<file path="src/rtl/core/qte_pkg.sv">
`timescale 1ns / 1ps
// ----------------------------------------------------------------------------
// qte_pkg
// shared widths, constants and the arctangent table for the
// quaternion to euler angle pipeline
// ----------------------------------------------------------------------------
package qte_pkg;

    localparam int QUAT_FRAC_BITS = 14;
    localparam int ANGLE_BITS     = 16;

    localparam int Q_W        = 16;     // input field width
    localparam int A_W        = 16;     // output field width
    localparam int SUM_W      = 34;     // product sums, signed
    localparam int CX_W       = 35;     // cordic x/y datapath, signed
    localparam int Z_W        = 32;     // angle accumulator, full turn = 2^32
    localparam int RAD_W      = 64;     // root argument width
    localparam int ROOT_W     = 32;     // root result width
    localparam int CORDIC_N   = 32;
    localparam int ISQRT_N    = 32;

    localparam logic signed [SUM_W-1:0] ONE_Q =
        SUM_W'(64'd1 << (2 * QUAT_FRAC_BITS));

    localparam logic [Z_W-1:0] ACC_HALF    = 32'h8000_0000;
    localparam logic [Z_W-1:0] ACC_QUARTER = 32'h4000_0000;

    localparam logic [Z_W-1:0] ATAN_TURNS [CORDIC_N] = '{
        32'd536870912, 32'd316933406, 32'd167458907, 32'd85004756,
        32'd42667331,  32'd21354465,  32'd10679838,  32'd5340245,
        32'd2670163,   32'd1335087,   32'd667544,    32'd333772,
        32'd166886,    32'd83443,     32'd41722,     32'd20861,
        32'd10430,     32'd5215,      32'd2608,      32'd1304,
        32'd652,       32'd326,       32'd163,       32'd81,
        32'd41,        32'd20,        32'd10,        32'd5,
        32'd3,         32'd1,         32'd1,         32'd0
    };

endpackage

</file>
<file path="src/rtl/core/qte_isqrt.sv">
`timescale 1ns / 1ps
// ----------------------------------------------------------------------------
// qte_isqrt
// pipelined floor square root, one result bit per stage
// ----------------------------------------------------------------------------
module qte_isqrt (
    input  logic                         clk,
    input  logic                         en,
    input  logic [qte_pkg::RAD_W-1:0]    arg,
    output logic [qte_pkg::ROOT_W-1:0]   root
);
    import qte_pkg::*;

    logic [RAD_W-1:0] v_reg   [ISQRT_N];
    logic [RAD_W-1:0] res_reg [ISQRT_N];

    genvar i;
    generate
        for (i = 0; i < ISQRT_N; i++) begin : g_stage
            localparam logic [RAD_W-1:0] BIT = RAD_W'(64'd1 << (62 - 2 * i));
            logic [RAD_W-1:0] v_in, res_in, trial, v_next, res_next;

            if (i == 0) begin : g_first
                assign v_in   = arg;
                assign res_in = '0;
            end else begin : g_rest
                assign v_in   = v_reg[i-1];
                assign res_in = res_reg[i-1];
            end

            always_comb
            begin
                trial = res_in + BIT;
                if (v_in >= trial)
                begin
                    v_next   = v_in - trial;
                    res_next = (res_in >> 1) + BIT;
                end
                else
                begin
                    v_next   = v_in;
                    res_next = res_in >> 1;
                end
            end

            always_ff @(posedge clk)
            begin
                if (en)
                begin
                    v_reg[i]   <= v_next;
                    res_reg[i] <= res_next;
                end
            end
        end
    endgenerate

    assign root = res_reg[ISQRT_N-1][ROOT_W-1:0];

endmodule

</file>
<file path="config.mk">
export PLATFORM = sky130hd
export DESIGN_NAME = qte_isqrt
export DESIGN_NICKNAME = d
export VERILOG_FILES = /design/src/rtl/core/qte_pkg.sv /design/src/rtl/core/qte_isqrt.sv
export SDC_FILE = /design/constraint.sdc
export NUM_CORES = 2
export LEC_CHECK = 0
export BUFFER_PORTS_ARGS = -buffer_cell sky130_fd_sc_hd__clkbuf_2
export CAP_MARGIN = 20
export CORE_UTILIZATION = 30
export CTS_BUF_LIST = sky130_fd_sc_hd__clkbuf_4 sky130_fd_sc_hd__clkbuf_8
export DETAILED_ROUTE_END_ITERATION = 16
export SLEW_MARGIN = 20
export SYNTH_ARGS = -nofsm -noshare
export SYNTH_HDL_FRONTEND = slang
export SYNTH_SLANG_ARGS = --single-unit
export TNS_END_PERCENT = 100
</file>
<file path="constraint.sdc">
create_clock -name clk -period 4.9 [get_ports clk]
set_input_delay 0.245 -clock clk [delete_from_list [all_inputs] [get_ports clk]]
set_output_delay 0.245 -clock clk [all_outputs]
set_load 0.01 [all_outputs]
</file>
# After elaboration in Yosys (flattened, before gate mapping)
# Memories as Yosys holds them, arrays and structs flattened.
# Cells that the tools add are included.
# W data, S select, Z words.
# totals
romBits	0
latch_bits	0
register_bits	0
in_bits	66
n_memories	2
ramBits	4096
out_inout_bits	32
# memory_table
name	words	width	rd	rd_clocked_by_memory_dff	write_ports	line_no	rtl
res_reg	32	64	32	0	32	qte_isqrt.sv:15	logic [RAD_W-1:0] res_reg [ISQRT_N];
v_reg	32	64	31	0	32	qte_isqrt.sv:14	logic [RAD_W-1:0] v_reg [ISQRT_N];
# classes
add_sub_neg	94
n_bitwise	0
n_reduce_logical	0
order_cmp	32
div	0
shifts	0
eq_ne	0
n_mul	0
muxes	66
# op_table
op	count
$mux W64	63
$ge A64 B64 Y1	31
$sub A64 B64 Y64	31
$add A63 B1 Y64 const B	1
$add A63 B11 Y64 const B	1
$add A63 B13 Y64 const B	1
$add A63 B15 Y64 const B	1
$add A63 B17 Y64 const B	1
$add A63 B19 Y64 const B	1
$add A63 B21 Y64 const B	1
$add A63 B23 Y64 const B	1
$add A63 B25 Y64 const B	1
$add A63 B27 Y64 const B	1
$add A63 B29 Y64 const B	1
$add A63 B3 Y64 const B	1
$add A63 B31 Y64 const B	1
$add A63 B33 Y64 const B	1
$add A63 B35 Y64 const B	1
$add A63 B37 Y64 const B	1
$add A63 B39 Y64 const B	1
$add A63 B41 Y64 const B	1
$add A63 B43 Y64 const B	1
$add A63 B45 Y64 const B	1
$add A63 B47 Y64 const B	1
other kinds (45)	46

# Logic depth before layout (Yosys ltp)
# An unclocked memory read counts as a cell.
# logic_depth
depth_word	4
depth_mapped	15
ltp_nobuf	13

# Worst setup path after synthesis
# OpenSTA, ideal clock, no wires.
# synth_path
path_type	register -> register
from	memory v_reg[16][33] (netlist: v_reg[1][33])
to	memory v_reg[17][37] (netlist: v_reg[1][101]), data pin
slack_ns	1.343
stages_incl_launch_ff	12
arrival_ns	3.303
t_required_ns	4.646
path_cell_list	edfxtp_1 -> ha_1 -> a21o_1 -> a2111oi_1 -> nor2_1 -> o41a_1 -> nor2_1 -> a21oi_1 -> or4_1 -> buf_2 -> buf_1 -> o21a_1
# synth_lines
element	line_no
from (decl)	qte_isqrt.sv:14

==> impl_metrics.ini <==
[cts]
cts_inserted_buffers = 402
htreeDepth = 5
cts.path.max_buffers = 4
cts_root_buf = clkbuf_8
cts_setup_buffers = 0
cts_tree = done
cts_sinks = 2512
clk_pin_slew_ns = 0.06
clk_latency_ns = 1.09

[drt]
via_per_inst = 4.77
drt_iter0_drc = 4601
drc = 0
post_drt_wl_per_cell_um = 17.7
drt_pass1_iterations = 6
ant_nets = 0
num_vias = 74700
wl_um = 277000

[sta]
max_freq_mhz = 215
period_minus_slack_ns = 4.65
drv_slew = 0
tightest_slew_ns = 1.23
skew_ns = 0.116
fin_ws_ns = 0.246
setup_violations = 0
grt_setup_unrepaired = false
fin_tns_setup_ns = 0
fin_crit_sh_pct = 95.0
hold_viol = 0
relSlewSlack_pct = 17.2

[place]
pre_cts_ws_ns = 0.0397
hpwl_um = 208000
gp_congestion = 0.893
io_buffers = 97

[worst_setup_path]
cp_max_fo = 15
regToRegSetupSlack_ns = 0.25
path_class = reg2reg
reg2reg_depth = 12
cp.arrival_ns = 5.40
crit_required_ns = 5.65
cp-start-kind = register
cp-end-kind = register

[pwr]
leakage_nw = 51.0
combPwrFrac_pct = 22.1
p_switching_mw = 18.3
p_int_mw = 42.5
clkPwrFrac_pct = 29.3
seq_power_share_pct = 48.6
switching_share_pct = 30.1
peakVddDrop_uv = 254
power_density_nw_per_um2 = 444

[die]
fp-row-count = 231
die_area_um2 = 403000
ios = 98
die_h_um = 635
start_util_pct = 30.2
dieWidth_um = 635
core-area_um2 = 397000

[synth]
syn_area_um2 = 120000
synth_top_family_by_area = simple AND/OR/NAND/NOR gates
synth_top_cell_by_area = edfxtp_1
synthXorXnorAreaFrac_pct = 6.46
synth_seq_area_share_pct = 62.8
ys_top_cells_by_area = edfxtp_1 (63%), ha_1 (5.8%), xnor2_1 (3.6%), xor2_1 (2.9%), a21oi_1 (2.6%)
ys_warn_count = 0
synth-compound-area-share_pct = 9.25
ys_types = 97
synthSimpleGateAreaFrac_pct = 11.9
syn_inst = 9507
yosys.area_share.adder_pct = 5.82
ys_ff_latch = 2512
synth.mux.area_fraction_pct = 0.934
synth_edf_count = 2512
synth_top_area_share_pct = 62.8
syn_nets = 10100
ys.flop_type = edfxtp_1
synth.avg_cell_area_um2 = 12.6
async_flop_share_pct = 0

[finish]
multi_input_area_um2 = 41400
seq_area_um2 = 75400
drive_above_1_share_pct = 9.95
layout.nets = 10700
fillers = 38900
largest_reg_flops = 1984
finalCoreUtilization_pct = 34.5
synthToLayoutAreaGrowth_pct = 14.1

[global_routing]
antenna_found_initial = 4
grt_max_degree = 166
grt_pass1_wl_um = 423000
grtUsageTotal_pct = 13.3
grt_overflow = 0
grt_pass1_vias = 74500

[hold_path]
hold_class = in2reg
hold_path_depth = 4

[status]
outcome = finished, final reports clean

[run]
drv_cap = 0
==> per-layer routing <==
metal / GRT usage (%) / share of wire (%) / up-vias / wire length [um]
met2: 25.0 / 52 / 1616 / 144000
li1: - / - / 36900 / -
met1: 15.0 / 40 / 35600 / 111000
met4: 5.66 / 4.2 / 4 / 11600
met5: 0 / 0.0076 / - / 21
met3: 1.83 / 3.8 / 588 / 10400
==> cell families (layout without fill, tap and decap cells) <==
| kind of cell | after synthesis | after routing |
|---|---|---|
| compound gates | 1792 | 1792 |
| xor+xnor | 886 | 886 |
| fa+ha+maj | 558 | 558 |
| buf+inv | 875 | 1765 |
| flops | 2512 | 2512 |
| mux | 100 | 100 |
| other cells | 0 | 9 |
| simple gates | 2784 | 2784 |
==> area by class of cell <==
type                            count  share of cell area [%]
Clock buffer                      513                    4.67
Sequential cell                  2512                    55.1
Antenna cell                        9                  0.0164
Multi-Input combinational cell   6120                    30.2
Clock inverter                    203                    1.12
Timing Repair Buffer              360                    2.22
Inverter                          689                    1.89
Tap cell                         5242                    4.79
==> placed cells by master (no fill, tap or decap), drive strengths merged, types with 42 or more instances in the layout <==
cell and count:
buf 134, o211ai 42, nor2b 71, ha 558, nor3 255, edfxtp 2512
xnor2 488, nand2 580, nand2b 108, nand3 148, clkinv 163, a21oi 634
a31oi 50, xor2 398, clkbuf 609, inv 703, nor4b 46, or3 89
nand4 157, nor4 349, nor2 671, dlygate4sd3 130, mux2 96, o21bai 49
or4 71, o21a 100, a21o 249, and3 46, o21ai 403
==> metrics by stage <==
| step | hold slack (ns) | std cells | area (um^2) | total power [mW] |
|---|---|---|---|---|
| floorplan | 0.344 | 9507 | 120000 | 38.6 |
| global placement | 0.426 | 14800 | 128000 | 43.2 |
| detailed placement | 0.430 | 14800 | 128000 | 43.2 |
| CTS | 0.000966 | 15600 | 137000 | 61.4 |
| global route | 0.0899 | 15600 | 137000 | 64.0 |
| finish | 0.155 | 15600 | 137000 | 60.8 |
==> final timing paths <==
kind | from | endpoint
max | v_reg[1][676] | v_reg[1][767]
min | arg[62] | v_reg[0][62]
min reg2reg | v_reg[0][837] | v_reg[0][901]
max reg2reg | v_reg[1][676] | v_reg[1][767]
==> power groups by stage <==
stage	Sequential [mW]	Clock [mW]	Combinational, mW
5_1_grt	29.8	19.3	14.9
3_5_place_dp	30.0	0	13.3
2_1_floorplan	28.9	0	9.69
4_1_cts	29.5	18.4	13.4
3_3_place_gp	29.9	0	13.2
6_report	29.5	17.8	13.4
==> critical path, cell delays in order (launching register included) <==
cell,delay [ns]
edfxtp_1,0.40
ha_1,0.30
buf_4,0.19
or4b_2,0.78
nor4_1,0.74
nand4_1,0.39
and3_1,0.32
nand2_1,0.06
a21o_2,0.09
nand2b_1,0.19
nor2_1,0.52
o2111ai_1,0.22
xnor2_1,0.18
==> cells in the mapped netlist (all sizes together), types with 11 or more instances <==
cell type / number
a31o: 11
xnor2: 488
nor4: 349
nor3: 255
nor2b: 71
a31oi: 50
nand4b: 27
or2: 36
mux2: 96
clkbuf: 160
and4: 18
buf: 26
nand3b: 34
a21oi: 634
a21boi: 23
nand3: 148
a21o: 249
nor3b: 25
edfxtp: 2512
o31ai: 33
xor2: 398
nand4: 157
o2111ai: 16
o21bai: 49
or3: 89
a211o: 17
nor2: 671
a211oi: 40
o21a: 100
ha: 558
o21ai: 403
o221ai: 12
nand2: 580
and2: 28
and3: 46
nand2b: 108
inv: 688
a2111oi: 16
or4: 71
nor4b: 46
o211ai: 42
==> repair_timing <==
item                                    4_1_cts  5_1_grt
hold buffers                                130        0
endpoints found under the hold margin       982        0
resized for setup                             1        0
endpoints found under the setup margin        2        0
Note: power is estimated with default switching activity, not from simulation.
